--- config.mk ---
export PLATFORM = sky130hd
export DESIGN_NAME = four_channel_dma_controller_unit
export DESIGN_NICKNAME = d
export VERILOG_FILES = /design/src/dma4_pkg.sv /design/src/dma4_core.sv /design/src/dma4_out_queue.sv /design/src/four_channel_dma_controller_unit.sv
export VERILOG_INCLUDE_DIRS = /design/src /design/src/src
export SDC_FILE = /design/constraint.sdc
export NUM_CORES = 2
export LEC_CHECK = 0
export BUFFER_PORTS_ARGS = -buffer_cell sky130_fd_sc_hd__buf_2
export CAP_MARGIN = 40
export CORE_ASPECT_RATIO = 1.2
export CORE_MARGIN = 8
export CORE_UTILIZATION = 34
export CTS_BUF_LIST = sky130_fd_sc_hd__clkbuf_4 sky130_fd_sc_hd__clkbuf_8 sky130_fd_sc_hd__clkbuf_16
export DETAILED_ROUTE_END_ITERATION = 8
export SYNTH_ARGS = -nofsm -noshare
export SYNTH_HDL_FRONTEND = slang
export SYNTH_HIERARCHICAL = 1
export SYNTH_SLANG_ARGS = --single-unit
--- constraint.sdc ---
create_clock -name clock -period 21.4 [get_ports clock]
set_clock_uncertainty 0.05 [all_clocks]
set_input_delay 6.42 -clock clock [delete_from_list [all_inputs] [get_ports clock]]
set_output_delay 6.42 -clock clock [all_outputs]
set_load 0.01 [all_outputs]
--- src/four_channel_dma_controller_unit_defines.svh ---
// ---------------------------------------------------------------------------
// DMA controller assertion macros
// Shared concurrent assertion forms for the DMA controller.
// ---------------------------------------------------------------------------
`ifndef FOUR_CHANNEL_DMA_CONTROLLER_UNIT_DEFINES_SVH
`define FOUR_CHANNEL_DMA_CONTROLLER_UNIT_DEFINES_SVH

// implication checked on every clock edge outside reset
`define DMA_ASSERT_IMP(label, clk, rst, ante, cons, msg) \
   label: assert property (@(posedge clk) disable iff (rst) (ante) |-> (cons)) \
      else $error(msg);

// implication whose consequent is checked in the cycle after the antecedent
`define DMA_ASSERT_NEXT(label, clk, rst, ante, cons, msg) \
   label: assert property (@(posedge clk) disable iff (rst) (ante) |=> (cons)) \
      else $error(msg);

`endif

--- src/dma4_pkg.sv ---
// ---------------------------------------------------------------------------
// DMA controller package
// Beat types, function codes and address constants for the DMA controller.
// ---------------------------------------------------------------------------
package dma4_pkg;

   localparam int NumChan = 4;

   localparam logic [2:0] FUNC_WRITE  = 3'd0;
   localparam logic [2:0] FUNC_READ   = 3'd1;
   localparam logic [2:0] FUNC_TRIG   = 3'd2;
   localparam logic [2:0] FUNC_STEP   = 3'd3;
   localparam logic [2:0] FUNC_RETURN = 3'd4;

   localparam logic [2:0] OCC_HBLANK = 3'd0;
   localparam logic [2:0] OCC_VBLANK = 3'd1;
   localparam logic [2:0] OCC_VIDEO  = 3'd2;
   localparam logic [2:0] OCC_FIFO_A = 3'd3;
   localparam logic [2:0] OCC_FIFO_B = 3'd4;
   localparam logic [2:0] OCC_STOP   = 3'd5;

   localparam logic [2:0] KIND_NONE  = 3'd0;
   localparam logic [2:0] KIND_BYTE  = 3'd1;
   localparam logic [2:0] KIND_READ  = 3'd2;
   localparam logic [2:0] KIND_IDLE  = 3'd3;
   localparam logic [2:0] KIND_HALF  = 3'd4;
   localparam logic [2:0] KIND_WORD  = 3'd5;

   localparam logic [31:0] FIFO_A_ADDR   = 32'h0400_00A0;
   localparam logic [31:0] FIFO_B_ADDR   = 32'h0400_00A4;
   localparam logic [31:0] SRC_LOW_LIMIT = 32'h0200_0000;

   typedef struct packed {
      logic [2:0]  func;
      logic [1:0]  channel;
      logic [3:0]  offset;
      logic [7:0]  write_data;
      logic [2:0]  occasion;
      logic [31:0] read_data;
   } req_type;

   typedef struct packed {
      logic [2:0]  kind;
      logic [7:0]  reg_byte;
      logic [31:0] bus_address;
      logic [31:0] bus_data;
      logic        sequential;
      logic        irq;
      logic [1:0]  irq_channel;
      logic [2:0]  active_channel;
      logic        last;
   } rsp_type;

   // one or two result beats produced by one request
   typedef struct packed {
      rsp_type first;
      rsp_type second;
      logic    two;
   } pair_type;

   function automatic logic [2:0] lowest(input logic [3:0] m);
      logic [2:0] r;
      r = 3'd4;
      if (m[3]) r = 3'd3;
      if (m[2]) r = 3'd2;
      if (m[1]) r = 3'd1;
      if (m[0]) r = 3'd0;
      return r;
   endfunction

   function automatic logic [31:0] delta(input logic [1:0] sel);
      logic [31:0] d;
      case (sel)
         2'd0:    d = 32'd2;
         2'd1:    d = 32'hFFFF_FFFE;
         2'd2:    d = 32'd0;
         default: d = 32'd2;
      endcase
      return d;
   endfunction

endpackage

--- src/dma4_core.sv ---
// ---------------------------------------------------------------------------
// DMA controller core
// Channel state and combinational evaluation of one request beat.
// ---------------------------------------------------------------------------
module dma4_core (
   input  logic              clock,
   input  logic              reset,
   input  logic              take,
   input  dma4_pkg::req_type req,
   output dma4_pkg::pair_type pair
);
   import dma4_pkg::*;

   logic [27:0] src_reg_ff [NumChan], src_reg_in [NumChan];
   logic [27:0] dst_reg_ff [NumChan], dst_reg_in [NumChan];
   logic [15:0] cnt_reg_ff [NumChan], cnt_reg_in [NumChan];
   logic [10:0] ctl_ff [NumChan], ctl_in [NumChan];
   logic [3:0]  fifo_ff, fifo_in;
   logic [31:0] cur_src_ff [NumChan], cur_src_in [NumChan];
   logic [31:0] cur_dst_ff [NumChan], cur_dst_in [NumChan];
   logic [16:0] cur_cnt_ff [NumChan], cur_cnt_in [NumChan];
   logic [3:0]  run_ff, run_in, hbl_ff, hbl_in, vbl_ff, vbl_in, vid_ff, vid_in;
   logic [31:0] latch_ff, latch_in;
   logic        await_ff, await_in, seq_ff, seq_in, pseq_ff, pseq_in;
   logic [1:0]  pch_ff, pch_in, lastc_ff, lastc_in;

   // evaluate one beat
   always_comb begin
      logic [1:0]  c, sc;
      logic [10:0] cb;
      logic [15:0] lmask;
      logic [16:0] rl;
      logic [3:0]  pg;
      logic [1:0]  tm;
      logic        was_on, word, s, irq, ec;
      logic [31:0] sd, dd, data, addr, m, rdl;
      logic [2:0]  sel;
      rsp_type     r0, r1;

      src_reg_in = src_reg_ff;
      dst_reg_in = dst_reg_ff;
      cnt_reg_in = cnt_reg_ff;
      ctl_in = ctl_ff;
      fifo_in = fifo_ff;
      cur_src_in = cur_src_ff;
      cur_dst_in = cur_dst_ff;
      cur_cnt_in = cur_cnt_ff;
      run_in = run_ff;
      hbl_in = hbl_ff;
      vbl_in = vbl_ff;
      vid_in = vid_ff;
      latch_in = latch_ff;
      await_in = await_ff;
      seq_in = seq_ff;
      pseq_in = pseq_ff;
      pch_in = pch_ff;
      lastc_in = lastc_ff;
      r0 = '0;
      r1 = '0;
      pair.two = 1'b0;
      c = req.channel;
      cb = ctl_ff[c];
      lmask = (c == 2'd3) ? 16'hFFFF : 16'h3FFF;
      rl = '0;
      pg = '0;
      tm = '0;
      was_on = 1'b0;
      word = 1'b0;
      s = 1'b0;
      irq = 1'b0;
      ec = 1'b0;
      sd = '0;
      dd = '0;
      data = '0;
      addr = '0;
      m = '0;
      rdl = '0;
      sc = '0;
      sel = '0;

      case (req.func)
         FUNC_WRITE: begin
            case (req.offset)
               4'd0, 4'd1, 4'd2, 4'd3: begin
                  m = {4'h0, ((c == 2'd0) ? 28'h7FF_FFFF : 28'hFFF_FFFF)};
                  addr = {4'h0, src_reg_ff[c]} & ~(32'hFF << {req.offset[1:0], 3'b000});
                  addr = addr | (({24'h0, req.write_data} << {req.offset[1:0], 3'b000}) & m);
                  src_reg_in[c] = addr[27:0];
               end
               4'd4, 4'd5, 4'd6, 4'd7: begin
                  m = {4'h0, ((c == 2'd3) ? 28'hFFF_FFFF : 28'h7FF_FFFF)};
                  addr = {4'h0, dst_reg_ff[c]} & ~(32'hFF << {req.offset[1:0], 3'b000});
                  addr = addr | (({24'h0, req.write_data} << {req.offset[1:0], 3'b000}) & m);
                  dst_reg_in[c] = addr[27:0];
               end
               4'd8: cnt_reg_in[c] = {cnt_reg_ff[c][15:8], req.write_data};
               4'd9: cnt_reg_in[c] = {req.write_data, cnt_reg_ff[c][7:0]};
               4'd10: begin
                  ctl_in[c] = {cb[10:4], cb[3], req.write_data[7], req.write_data[6:5]};
               end
               4'd11: begin
                  was_on = cb[10];
                  tm = req.write_data[5:4];
                  cb = {req.write_data[7], req.write_data[6], tm,
                        req.write_data[3] & (c == 2'd3), req.write_data[2],
                        req.write_data[1] & (tm != 2'd0), req.write_data[0], cb[2:0]};
                  hbl_in[c] = 1'b0;
                  vbl_in[c] = 1'b0;
                  vid_in[c] = 1'b0;
                  if (!cb[10]) begin
                     run_in[c] = 1'b0;
                  end else begin
                     if (tm == 2'd1) hbl_in[c] = 1'b1;
                     else if (tm == 2'd2) vbl_in[c] = 1'b1;
                     else if (tm == 2'd3 && c == 2'd3) vid_in[c] = 1'b1;
                     if (!was_on) begin
                        pg = src_reg_ff[c][27:24];
                        if (pg >= 4'h8 && pg <= 4'hD) cb[3:2] = 2'b00;
                        if (tm == 2'd3 && (c == 2'd1 || c == 2'd2)) begin
                           fifo_in[c] = 1'b1;
                           cb[5] = 1'b1;
                           cur_cnt_in[c] = 17'd4;
                           cur_src_in[c] = {4'h0, src_reg_ff[c][27:2], 2'b00};
                           cur_dst_in[c] = {4'h0, dst_reg_ff[c][27:2], 2'b00};
                        end else begin
                           m = cb[5] ? 32'hFFFF_FFFC : 32'hFFFF_FFFE;
                           fifo_in[c] = 1'b0;
                           cur_src_in[c] = {4'h0, src_reg_ff[c]} & m;
                           cur_dst_in[c] = {4'h0, dst_reg_ff[c]} & m;
                           rl = {1'b0, cnt_reg_ff[c] & lmask};
                           cur_cnt_in[c] = (rl == '0) ? {1'b0, lmask} + 17'd1 : rl;
                           if (tm == 2'd0) run_in[c] = 1'b1;
                        end
                     end
                  end
                  ctl_in[c] = cb;
               end
               default: ;
            endcase
         end
         FUNC_READ: begin
            r0.kind = KIND_BYTE;
            if (req.offset == 4'd10) r0.reg_byte = {cb[2:0], 5'b00000};
            else if (req.offset == 4'd11) r0.reg_byte = cb[10:3];
         end
         FUNC_TRIG: begin
            case (req.occasion)
               OCC_HBLANK: run_in = run_ff | hbl_ff;
               OCC_VBLANK: run_in = run_ff | vbl_ff;
               OCC_VIDEO:  run_in = run_ff | vid_ff;
               OCC_FIFO_A, OCC_FIFO_B: begin
                  addr = (req.occasion == OCC_FIFO_A) ? FIFO_A_ADDR : FIFO_B_ADDR;
                  for (int i = 1; i <= 2; i++) begin
                     if (ctl_ff[i][10] && ctl_ff[i][8:7] == 2'd3
                         && {4'h0, dst_reg_ff[i]} == addr)
                        run_in[i] = 1'b1;
                  end
               end
               OCC_STOP: begin
                  if (ctl_ff[3][10] && ctl_ff[3][8:7] == 2'd3) begin
                     ctl_in[3][10] = 1'b0;
                     run_in[3] = 1'b0;
                     vid_in[3] = 1'b0;
                  end
               end
               default: ;
            endcase
         end
         default: ;
      endcase

      // transfer step or bus read return: select channel, then complete
      sel = lowest(run_ff);
      sc = sel[1:0];
      if (req.func == FUNC_STEP && !await_ff && run_ff != 4'h0) begin
         if (cur_cnt_ff[sc] == '0) begin
            ec = 1'b1;
            r0.irq = ctl_ff[sc][9];
            r0.irq_channel = ctl_ff[sc][9] ? sc : 2'd0;
         end else begin
            s = seq_ff && lastc_ff == sc;
            lastc_in = sc;
            seq_in = 1'b1;
            r0.sequential = s;
            if (cur_src_ff[sc] >= SRC_LOW_LIMIT) begin
               r0.kind = KIND_READ;
               r0.bus_address = cur_src_ff[sc];
               await_in = 1'b1;
               pch_in = sc;
               pseq_in = s;
            end else begin
               r0.kind = KIND_IDLE;
               pair.two = 1'b1;
               rdl = latch_ff;
            end
         end
      end
      if (req.func == FUNC_RETURN && await_ff) begin
         sc = pch_ff;
         s = pseq_ff;
         await_in = 1'b0;
         rdl = (fifo_ff[sc] || ctl_ff[sc][5]) ? req.read_data
                                             : {req.read_data[15:0], req.read_data[15:0]};
         latch_in = rdl;
      end
      // element write and address update
      if (pair.two || (req.func == FUNC_RETURN && await_ff)) begin
         word = fifo_ff[sc] || ctl_ff[sc][5];
         sd = delta(ctl_ff[sc][3:2]);
         dd = fifo_ff[sc] ? 32'd0 : delta(ctl_ff[sc][1:0]);
         data = word ? rdl : {rdl[15:0], rdl[15:0]};
         if (word) begin
            sd = {sd[30:0], 1'b0};
            dd = {dd[30:0], 1'b0};
         end
         cur_src_in[sc] = cur_src_ff[sc] + sd;
         cur_dst_in[sc] = cur_dst_ff[sc] + dd;
         cur_cnt_in[sc] = (cur_cnt_ff[sc] != '0) ? cur_cnt_ff[sc] - 17'd1 : '0;
         r1.kind = word ? KIND_WORD : KIND_HALF;
         r1.bus_address = cur_dst_ff[sc];
         r1.bus_data = data;
         r1.sequential = s;
         if (cur_cnt_in[sc] == '0 && run_ff[sc]) begin
            ec = 1'b1;
            r1.irq = ctl_ff[sc][9];
            r1.irq_channel = ctl_ff[sc][9] ? sc : 2'd0;
         end
         if (!pair.two) r0 = r1;
      end
      // end of transfer: reload or disable
      if (ec) begin
         run_in[sc] = 1'b0;
         seq_in = 1'b0;
         if (ctl_ff[sc][4]) begin
            if (fifo_ff[sc]) begin
               cur_cnt_in[sc] = 17'd4;
            end else begin
               lmask = (sc == 2'd3) ? 16'hFFFF : 16'h3FFF;
               rl = {1'b0, cnt_reg_ff[sc] & lmask};
               cur_cnt_in[sc] = (rl == '0) ? {1'b0, lmask} + 17'd1 : rl;
               if (ctl_ff[sc][1:0] == 2'd3) begin
                  m = ctl_ff[sc][5] ? 32'hFFFF_FFFC : 32'hFFFF_FFFE;
                  cur_dst_in[sc] = {4'h0, dst_reg_ff[sc]} & m;
               end
            end
         end else begin
            ctl_in[sc][10] = 1'b0;
            hbl_in[sc] = 1'b0;
            vbl_in[sc] = 1'b0;
            vid_in[sc] = 1'b0;
         end
      end
      r0.active_channel = lowest(run_in);
      r1.active_channel = lowest(run_in);
      r0.last = !pair.two;
      r1.last = 1'b1;
      pair.first = r0;
      pair.second = r1;
   end

   // hold channel state, advance on an accepted beat
   always_ff @(posedge clock) begin
      if (reset) begin
         for (int i = 0; i < NumChan; i++) begin
            src_reg_ff[i] <= '0;
            dst_reg_ff[i] <= '0;
            cnt_reg_ff[i] <= '0;
            ctl_ff[i] <= '0;
            cur_src_ff[i] <= '0;
            cur_dst_ff[i] <= '0;
            cur_cnt_ff[i] <= '0;
         end
         fifo_ff <= '0;
         run_ff <= '0;
         hbl_ff <= '0;
         vbl_ff <= '0;
         vid_ff <= '0;
         latch_ff <= '0;
         await_ff <= 1'b0;
         seq_ff <= 1'b0;
         pseq_ff <= 1'b0;
         pch_ff <= '0;
         lastc_ff <= '0;
      end else if (take) begin
         src_reg_ff <= src_reg_in;
         dst_reg_ff <= dst_reg_in;
         cnt_reg_ff <= cnt_reg_in;
         ctl_ff <= ctl_in;
         cur_src_ff <= cur_src_in;
         cur_dst_ff <= cur_dst_in;
         cur_cnt_ff <= cur_cnt_in;
         fifo_ff <= fifo_in;
         run_ff <= run_in;
         hbl_ff <= hbl_in;
         vbl_ff <= vbl_in;
         vid_ff <= vid_in;
         latch_ff <= latch_in;
         await_ff <= await_in;
         seq_ff <= seq_in;
         pseq_ff <= pseq_in;
         pch_ff <= pch_in;
         lastc_ff <= lastc_in;
      end
   end

endmodule

--- src/dma4_out_queue.sv ---
// ---------------------------------------------------------------------------
// DMA controller result queue
// Four-entry queue of result beats; admits pairs while two slots are free.
// ---------------------------------------------------------------------------
module dma4_out_queue (
   input  logic               clock,
   input  logic               reset,
   input  logic               push,
   input  dma4_pkg::pair_type pair,
   output logic               room,
   output logic               rsp_valid,
   input  logic               rsp_stall,
   output dma4_pkg::rsp_type  rsp_data
);
   import dma4_pkg::*;

   rsp_type    buf_ff [4];
   logic [1:0] rd_ff, rd_in, wr_ff, wr_in;
   logic [2:0] cnt_ff, cnt_in;
   logic       pop;

   assign pop       = rsp_valid && !rsp_stall;
   assign rsp_valid = cnt_ff != 3'd0;
   assign rsp_data  = buf_ff[rd_ff];
   assign room      = cnt_ff <= 3'd2;

   // advance pointers and count
   always_comb begin
      rd_in = rd_ff + {1'b0, pop};
      wr_in = wr_ff + (push ? (pair.two ? 2'd2 : 2'd1) : 2'd0);
      cnt_in = cnt_ff - {2'b00, pop} + (push ? (pair.two ? 3'd2 : 3'd1) : 3'd0);
   end

   always_ff @(posedge clock) begin
      if (reset) begin
         rd_ff <= '0;
         wr_ff <= '0;
         cnt_ff <= '0;
      end else begin
         rd_ff <= rd_in;
         wr_ff <= wr_in;
         cnt_ff <= cnt_in;
      end
   end

   // store result beats
   always_ff @(posedge clock) begin
      if (push) begin
         buf_ff[wr_ff] <= pair.first;
         if (pair.two) buf_ff[wr_ff + 2'd1] <= pair.second;
      end
   end

endmodule

--- src/four_channel_dma_controller_unit.sv ---
// Each taken beat is queued, so rsp_valid is high the cycle after; older queued results leave first.
// Throughput: one request beat per cycle while the queue has room; a step with an idle
// source yields two result beats, so sustained output limits input to one beat per
// result beat. The four-entry result queue sets the stall on the request side.
// Reset: synchronous, active high; clears all channel state and the queue.
// ---------------------------------------------------------------------------
// Four-channel DMA controller top level
// Channel core feeding a result queue over valid/stall channels.
// ---------------------------------------------------------------------------
`include "four_channel_dma_controller_unit_defines.svh"

module four_channel_dma_controller_unit (
   input  logic              clock,
   input  logic              reset,
   input  logic              req_valid,
   output logic              req_stall,
   input  dma4_pkg::req_type req_data,
   output logic              rsp_valid,
   input  logic              rsp_stall,
   output dma4_pkg::rsp_type rsp_data
);
   import dma4_pkg::*;

   pair_type pair;
   logic     room, take;

   assign req_stall = !room;
   assign take      = req_valid && room;

   dma4_core u_core (
      .clock(clock),
      .reset(reset),
      .take (take),
      .req  (req_data),
      .pair (pair)
   );

   dma4_out_queue u_queue (
      .clock    (clock),
      .reset    (reset),
      .push     (take),
      .pair     (pair),
      .room     (room),
      .rsp_valid(rsp_valid),
      .rsp_stall(rsp_stall),
      .rsp_data (rsp_data)
   );

   `DMA_ASSERT_NEXT(a_take_valid, clock, reset, take, rsp_valid, "no result after request")
   `DMA_ASSERT_IMP(a_act_range, clock, reset, rsp_valid, rsp_data.active_channel <= 3'd4, "bad channel")
   `DMA_ASSERT_IMP(a_irq_ch, clock, reset, rsp_valid && !rsp_data.irq, rsp_data.irq_channel == 2'd0, "irq channel without irq")

endmodule
# After elaboration in Yosys (flattened, before gate mapping)
# Memories as Yosys holds them, arrays and structs flattened. A register that Yosys moved wholly into a read port is not among the register bits.
# Cells that the tools add are included.
[classes]
n_eq_ne = 40
n_shift = 2
n_addsub = 10
reduce_logical = 56
n_bitwise = 47
mux = 247
n_lt_le_gt_ge = 15
[ops]
columns = ["op", "n"]
rows = [
  ["$mux W128", 16],
  ["$bwmux W128", 7],
  ["$mux W32", 22],
  ["$mux W68", 10],
  ["$mux W28", 9],
  ["$bwmux W112", 2],
  ["$bwmux W68", 3],
  ["$bmux W32 S2", 3],
  ["$mux W17", 11],
  ["$bmux W28 S2", 3],
  ["$mux W83", 2],
  ["$and A64 B64 Y64", 2],
  ["$bwmux W64", 2],
  ["$demux W32 S2", 2],
  ["$not A64 Y64", 2],
  ["$pmux W32 S2", 2],
  ["$pmux W64 S2", 1],
  ["$and A28 B28 Y28", 4],
  ["$mux W16", 7],
  ["$mux W4", 28],
  ["$bmux W17 S2", 3],
  ["$and A28 B32 Y32", 3],
  ["$bmux W11 S2", 4],
  ["$bwmux W44", 2],
  ["other kinds (82)", 267],
]
[word_totals]
ramBits = 332
mem_count = 1
reg_bits = 722
input_bits = 56
[mem_list]
columns = ["memory", "words", "word_bits", "read_ports", "rd_ports_with_merged_regs", "write_ports", "line", "source"]
rows = [
  ["u_queue.buf_ff", 4, 83, 1, 1, 2, "dma4_out_queue.sv:17", "rsp_type buf_ff [4];"],
]

# Logic depth before layout (Yosys ltp)
[depth]
depth_word = 26
ltp_mapped = 35
ltp_nobuf = 24

# Modules after synthesis
# Netlist, hierarchy kept.
[modules_own_cells]
columns = ["mod", "area_each_um2", "seq_area_each_um2", "instances", "cells_each"]
rows = [
  ["dma4_core", 43757.0, 14233.7, 1, 5878],
  ["dma4_out_queue", 16423.3, 10109.7, 1, 854],
  ["four_channel_dma_controller_unit", 10.0, 0.0, 1, 2],
]

# Worst setup path before layout
# Ideal clock, no wire load.
[synth_path]
path_type = "input to register"
from = "input port req_data[51] in the netlist's numbering"
to = "register u_core/cur_dst_ff[21] in the netlist's numbering"
t_required_ns = 21.258
arrival_ns = 13.894
setup_slack_ns = 7.364
cell_stages = 29
path_cell_list = "buf_2 -> nand4bb_1 -> buf_4 -> inv_2 -> buf_6 -> and2_1 -> nor2_1 -> buf_2 -> buf_2 -> buf_2 -> buf_1 -> buf_1 -> mux2i_1 -> mux2i_1 -> clkbuf_1 -> nor3_1 -> ha_1 -> a21o_1 -> a21o_1 -> a21oi_1 -> nor2_1 -> a211o_1 -> a2111oi_0 -> or3_1 -> o21ai_0 -> a211oi_1 -> o21ai_0 -> and3_1 -> nor4_1"
[synth_via]
elab_chain_cells = 20
[synth_rtl]
columns = ["element", "line", "source"]
rows = [
  ["from (decl)", "four_channel_dma_controller_unit.sv:17", "input dma4_pkg::req_type req_data,"],
  ["$eq A3 B3 Y1", "dma4_core.sv:198, dma4_core.sv:207", ""],
  ["$logic_and A1 B1 Y1", "dma4_core.sv:198, dma4_core.sv:207", ""],
  ["$mux W2", "dma4_core.sv:198", "if (req.func == FUNC_RETURN && await_ff) begin"],
  ["$not A2 Y3", "--", ""],
  ["$bmux W11 S2", "--", ""],
  ["$mux W10 (not written as such)", "dma4_core.sv:234", "if (ctl_ff[sc][4]) begin"],
  ["$mux W10 (not written as such)", "dma4_core.sv:210, dma4_core.sv:241", ""],
  ["$eq A2 B2 Y1 or $eq A2 B1 Y1 (tied branches)", "dma4_pkg.sv:73", "case (sel)"],
  ["[4 not listed]", "--", ""],
  ["$add A32 B32 Y32", "dma4_core.sv:217", "cur_dst_in[sc] = cur_dst_ff[sc] + dd;"],
  ["$bwmux W128", "dma4_core.sv:217", ""],
  ["$mux W128", "dma4_core.sv:207", "if (pair.two || (req.func == FUNC_RETURN && await_ff)) begin"],
  ["$bwmux W128", "dma4_core.sv:243", "cur_dst_in[sc] = {4'h0, dst_reg_ff[sc]} & m;"],
  ["$mux W128", "dma4_core.sv:241", "if (ctl_ff[sc][1:0] == 2'd3) begin"],
  ["$mux W128", "dma4_core.sv:235", "if (fifo_ff[sc]) begin"],
  ["$mux W128", "dma4_core.sv:234", ""],
  ["$mux W128 *", "dma4_core.sv:231", "if (ec) begin"],
  ["to (signal assigned)", "dma4_core.sv:290", "cur_dst_ff <= cur_dst_in;"],
  ["to (decl)", "dma4_core.sv:20", "logic [31:0] cur_dst_ff [NumChan], cur_dst_in [NumChan];"],
]
# Every way passes the cells marked *; elsewhere a longest branch is shown, timed or not. The select of a mux whose other input is x is not followed.
# A chain may end at the register's enable or synchronous reset.

# Worst setup path after layout
[layout_path]
from = "input port req_data[50] in the netlist's numbering"
to = "register u_core/cur_src_ff[63] in the netlist's numbering"
[layout_via]
elab_chain_cells = 14
[layout_rtl]
columns = ["element", "line", "source"]
rows = [
  ["$eq A3 B3 Y1", "dma4_core.sv:198, dma4_core.sv:207", ""],
  ["$logic_and A1 B1 Y1", "dma4_core.sv:198, dma4_core.sv:207", ""],
  ["$mux W2", "dma4_core.sv:198", ""],
  ["$not A2 Y3 (not written as such)", "dma4_core.sv:208, dma4_core.sv:209, dma4_core.sv:216", ""],
  ["$bmux W11 S2", "dma4_core.sv:208, dma4_core.sv:209", ""],
  ["$mux W10 (2 in series)", "--", ""],
  ["$eq A2 B2 Y1 or $eq A2 B1 Y1 (tied branches)", "dma4_pkg.sv:73", ""],
  ["$pmux W32 S2", "dma4_pkg.sv:73", ""],
  ["$mux W32", "dma4_core.sv:212", "if (word) begin"],
  ["$mux W32", "dma4_core.sv:207", ""],
  ["$add A32 B32 Y32", "dma4_core.sv:216", "cur_src_in[sc] = cur_src_ff[sc] + sd;"],
  ["$bwmux W128", "dma4_core.sv:216", ""],
  ["$mux W128 *", "dma4_core.sv:207", ""],
  ["to (signal assigned)", "dma4_core.sv:289", "cur_src_ff <= cur_src_in;"],
  ["to (decl)", "dma4_core.sv:19", "logic [31:0] cur_src_ff [NumChan], cur_src_in [NumChan];"],
]
# Marks and branches as above.

==> run metrics <==
CP Launch Point=req_data[50]; FF+latch count, synth=1050; Post-Syn Area=0.0602 mm^2; Tcrit/Tclk final=65.5%; critical hold path startpoint=u_core/cur_dst_ff[64]$_SDFFE_PP0P_; reg2reg setup slack=12820 ps; GRT overflow=0; HPWL after DPL=150 mm; Residual DRC=0; PortBufs=140; crit path kind=in2reg; Die W=400 um; clk buf depth=3; Final Wtd Congestion=0.959; FP Rows=169; Max-Cap Viols=0; largest net degree at the start of global routing=223; hold buffers post-CTS=0; slowest cell on the critical path=nand2_4; Main synth FF type=dfxtp_1; DRT Wirelength=230 mm; initial antenna violation count=17; vias in the first global route=53000; cell taking the most area after synthesis=dfxtp_1; Iter 0 DRT Violations=6693; wire per inst=25.6 um; PD cells=81.9 mW/mm^2; Tot GR Track Use=22.9%; reg2reg end=u_core/cur_src_ff[63]$_SDFFE_PP0P_; final hold viol count=0; CP arrival=14640 ps; number of CTS-inserted buffers=107; run status=complete, no violations; CTS Sinks=1050; via/cell ratio=6.11; Starting Density=34.1%; Setup TNS=0 ps; post-synth top area share=23.9%; Reg clk slew, reported paths=60 ps; post-synthesis sequential area ratio=40.4%; synth top area cells=dfxtp_1 (24%), edfxtp_1 (17%), mux4_2 (7.6%), mux2_2 (6.4%), nand2_1 (6.3%); first drt pass iteration count=9; Clk Latency, worst-skew pair=760 ps; type of origin of the critical path=primary input; Worst Tran Pin Value=1360 ps; hold_ws=391 ps; Cell variety after synth=96; NumNets Final=6702; CP Capture Type=register; I/O pin count=141; R2R cell count=28; postcts setup bufs=0; Worst Path Required=22030 ps; RSZ-0062 raised after global routing=no; EDFF count, synth=332; Crit path largest cell delay=740 ps; routed via count=54900; slew margin rel.=9.55%; root buffer cell=clkbuf_16; fraction of layout cells with a size suffix above 1=17.2%; Die Outline Area=0.191 mm^2; Synth-to-Final Area Change=11.2%; Core Area=0.176 mm^2; die height=477 um; H-Tree Depth=3; Slew Viols, Final=0; Post-Syn Area per Cell=8.94 um^2; first-pass GRT wire length=341 mm; fmax=71.4 MHz; post_cts resized=0; Leak=24.0 nW; Worst Setup EP=u_core/cur_src_ff[63]$_SDFFE_PP0P_; Synth warnings=6; Post-DRT Antenna Nets=0; setup violators final=0; Peak VDD IR=82.2 uV; Tightest Hold Check Type=reg2reg; Final min period=14010 ps; Final WS setup=7390 ps; CTS tree=yes; post-synthesis cell count=6734; critical path fanouts, max=56; async set-reset flop share out of synthesis=0%; Setup WS pre-CTS=6860 ps; worst flop-to-flop path startpoint=u_core/await_ff$_SDFFE_PP0P_
==> area by class of cell <==
| cell class | count | area, um^2 |
|---|---|---|
| Antenna cell | 9 | 22.5 |
| Clock inverter | 50 | 729 |
| Multi-Input combinational cell | 5030 | 33400 |
| Inverter | 98 | 370 |
| Sequential cell | 1050 | 24400 |
| Fill cell | 17500 | 109000 |
| Tap cell | 2308 | 2890 |
| Clock buffer | 147 | 3120 |
| Timing Repair Buffer | 288 | 2040 |
==> power breakdown <==
group          switching [mW]  internal, mW  total (mW)
clock                   0.854          1.22        2.08
sequential             0.0758          2.18        2.26
combinational           0.752         0.398        1.15
total                    1.68          3.80        5.48
==> state kept, by name, indices dropped and copies added (netlist names), 44 cells and up, named ones only <==
signal / cells
u_core/cnt_reg_ff: 64
u_core/ctl_ff: 44
u_core/cur_cnt_ff: 68
u_core/cur_dst_ff: 128
u_core/cur_src_ff: 128
u_core/dst_reg_ff: 112
u_core/src_reg_ff: 108
u_queue/buf_ff: 332
==> critical path, delay by kind of cell <==
kind,cells,cell delay [ps]
AO/OA/AOI/OAI,11,2520
XOR/XNOR,1,310
adder cells (fa/ha/maj),2,680
buffers and inverters,7,1950
multiplexers,1,380
AND/OR/NAND/NOR,7,2210
==> stage by stage <==
step	power, mW	std cells	cell area, um^2	utilization [%]
floorplan	3.03	6742	60200	-
global placement	3.41	8747	62700	35.6
detailed placement	3.44	8773	63100	35.8
CTS	5.50	8970	66900	38.0
global route	5.68	8972	66900	38.0
finish	5.48	8980	67000	38.0
==> Yosys cell counts (37+ instances only) <==
master        n
nand2_1    1015
nor2_1      827
dfxtp_1     718
a21oi_1     498
clkbuf_1    434
a211oi_1    373
mux2_2      342
edfxtp_1    332
o21ai_0     297
nand3_1     218
mux4_2      202
and3_1      113
o22ai_1     106
inv_1        96
nor4_1       91
a31oi_1      77
ha_1         68
mux2i_1      66
and2_1       65
a21o_1       59
a2111oi_0    53
xnor2_1      48
buf_1        46
nor3_1       46
o211ai_1     40
buf_2        37
==> cells by family (layout without fill, tap and decap cells) <==
group	count (synthesis)	count (layout)	synth area share, %
AND/OR/NAND/NOR	2501	2501	17.9
AO/OA/AOI/OAI	1761	1761	19.2
flip-flops	1050	1050	40.4
buffers and inverters	662	583	4.65
multiplexers	620	620	15.3
adder cells (fa/ha/maj)	72	72	1.53
XOR/XNOR	66	66	0.960
other	2	19	0.0125
==> per-layer routing <==
layer,up-vias,part of all wire (%),GRT usage [%]
li1,24400,-,-
met1,26600,39,29.1
met2,3109,45,36.6
met3,754,9.9,4.78
met4,12,5.8,11.7
met5,-,0.031,0
==> worst min-delay path by stage <==
stage	slack (ps)	cells past startpoint	endpoint
floorplan	360	2	u_core/cur_dst_ff[64]$_SDFFE_PP0P_
global placement	370	2	u_core/cur_dst_ff[64]$_SDFFE_PP0P_
detailed placement	380	2	u_core/cur_dst_ff[64]$_SDFFE_PP0P_
CTS	390	2	u_core/cur_dst_ff[64]$_SDFFE_PP0P_
global route	410	2	u_core/cur_dst_ff[64]$_SDFFE_PP0P_
finish	390	2	u_core/cur_dst_ff[64]$_SDFFE_PP0P_
==> cells in the final DEF, fill, tap and decap left out, types with 66 or more instances in the layout <==
cell type  instances
a211oi_1         373
a21oi_1          493
a31oi_1           77
and3_1           111
buf_2            143
buf_4            124
clkbuf_16        110
dfxtp_1          716
edfxtp_1         332
ha_1              68
inv_1             95
mux2_2           342
mux2i_1           66
mux4_2           202
nand2_1         1007
nand3_1          215
nor2_1           814
nor4_1            84
o21ai_0          297
o22ai_1          106
(Power assumes the default switching activity.)
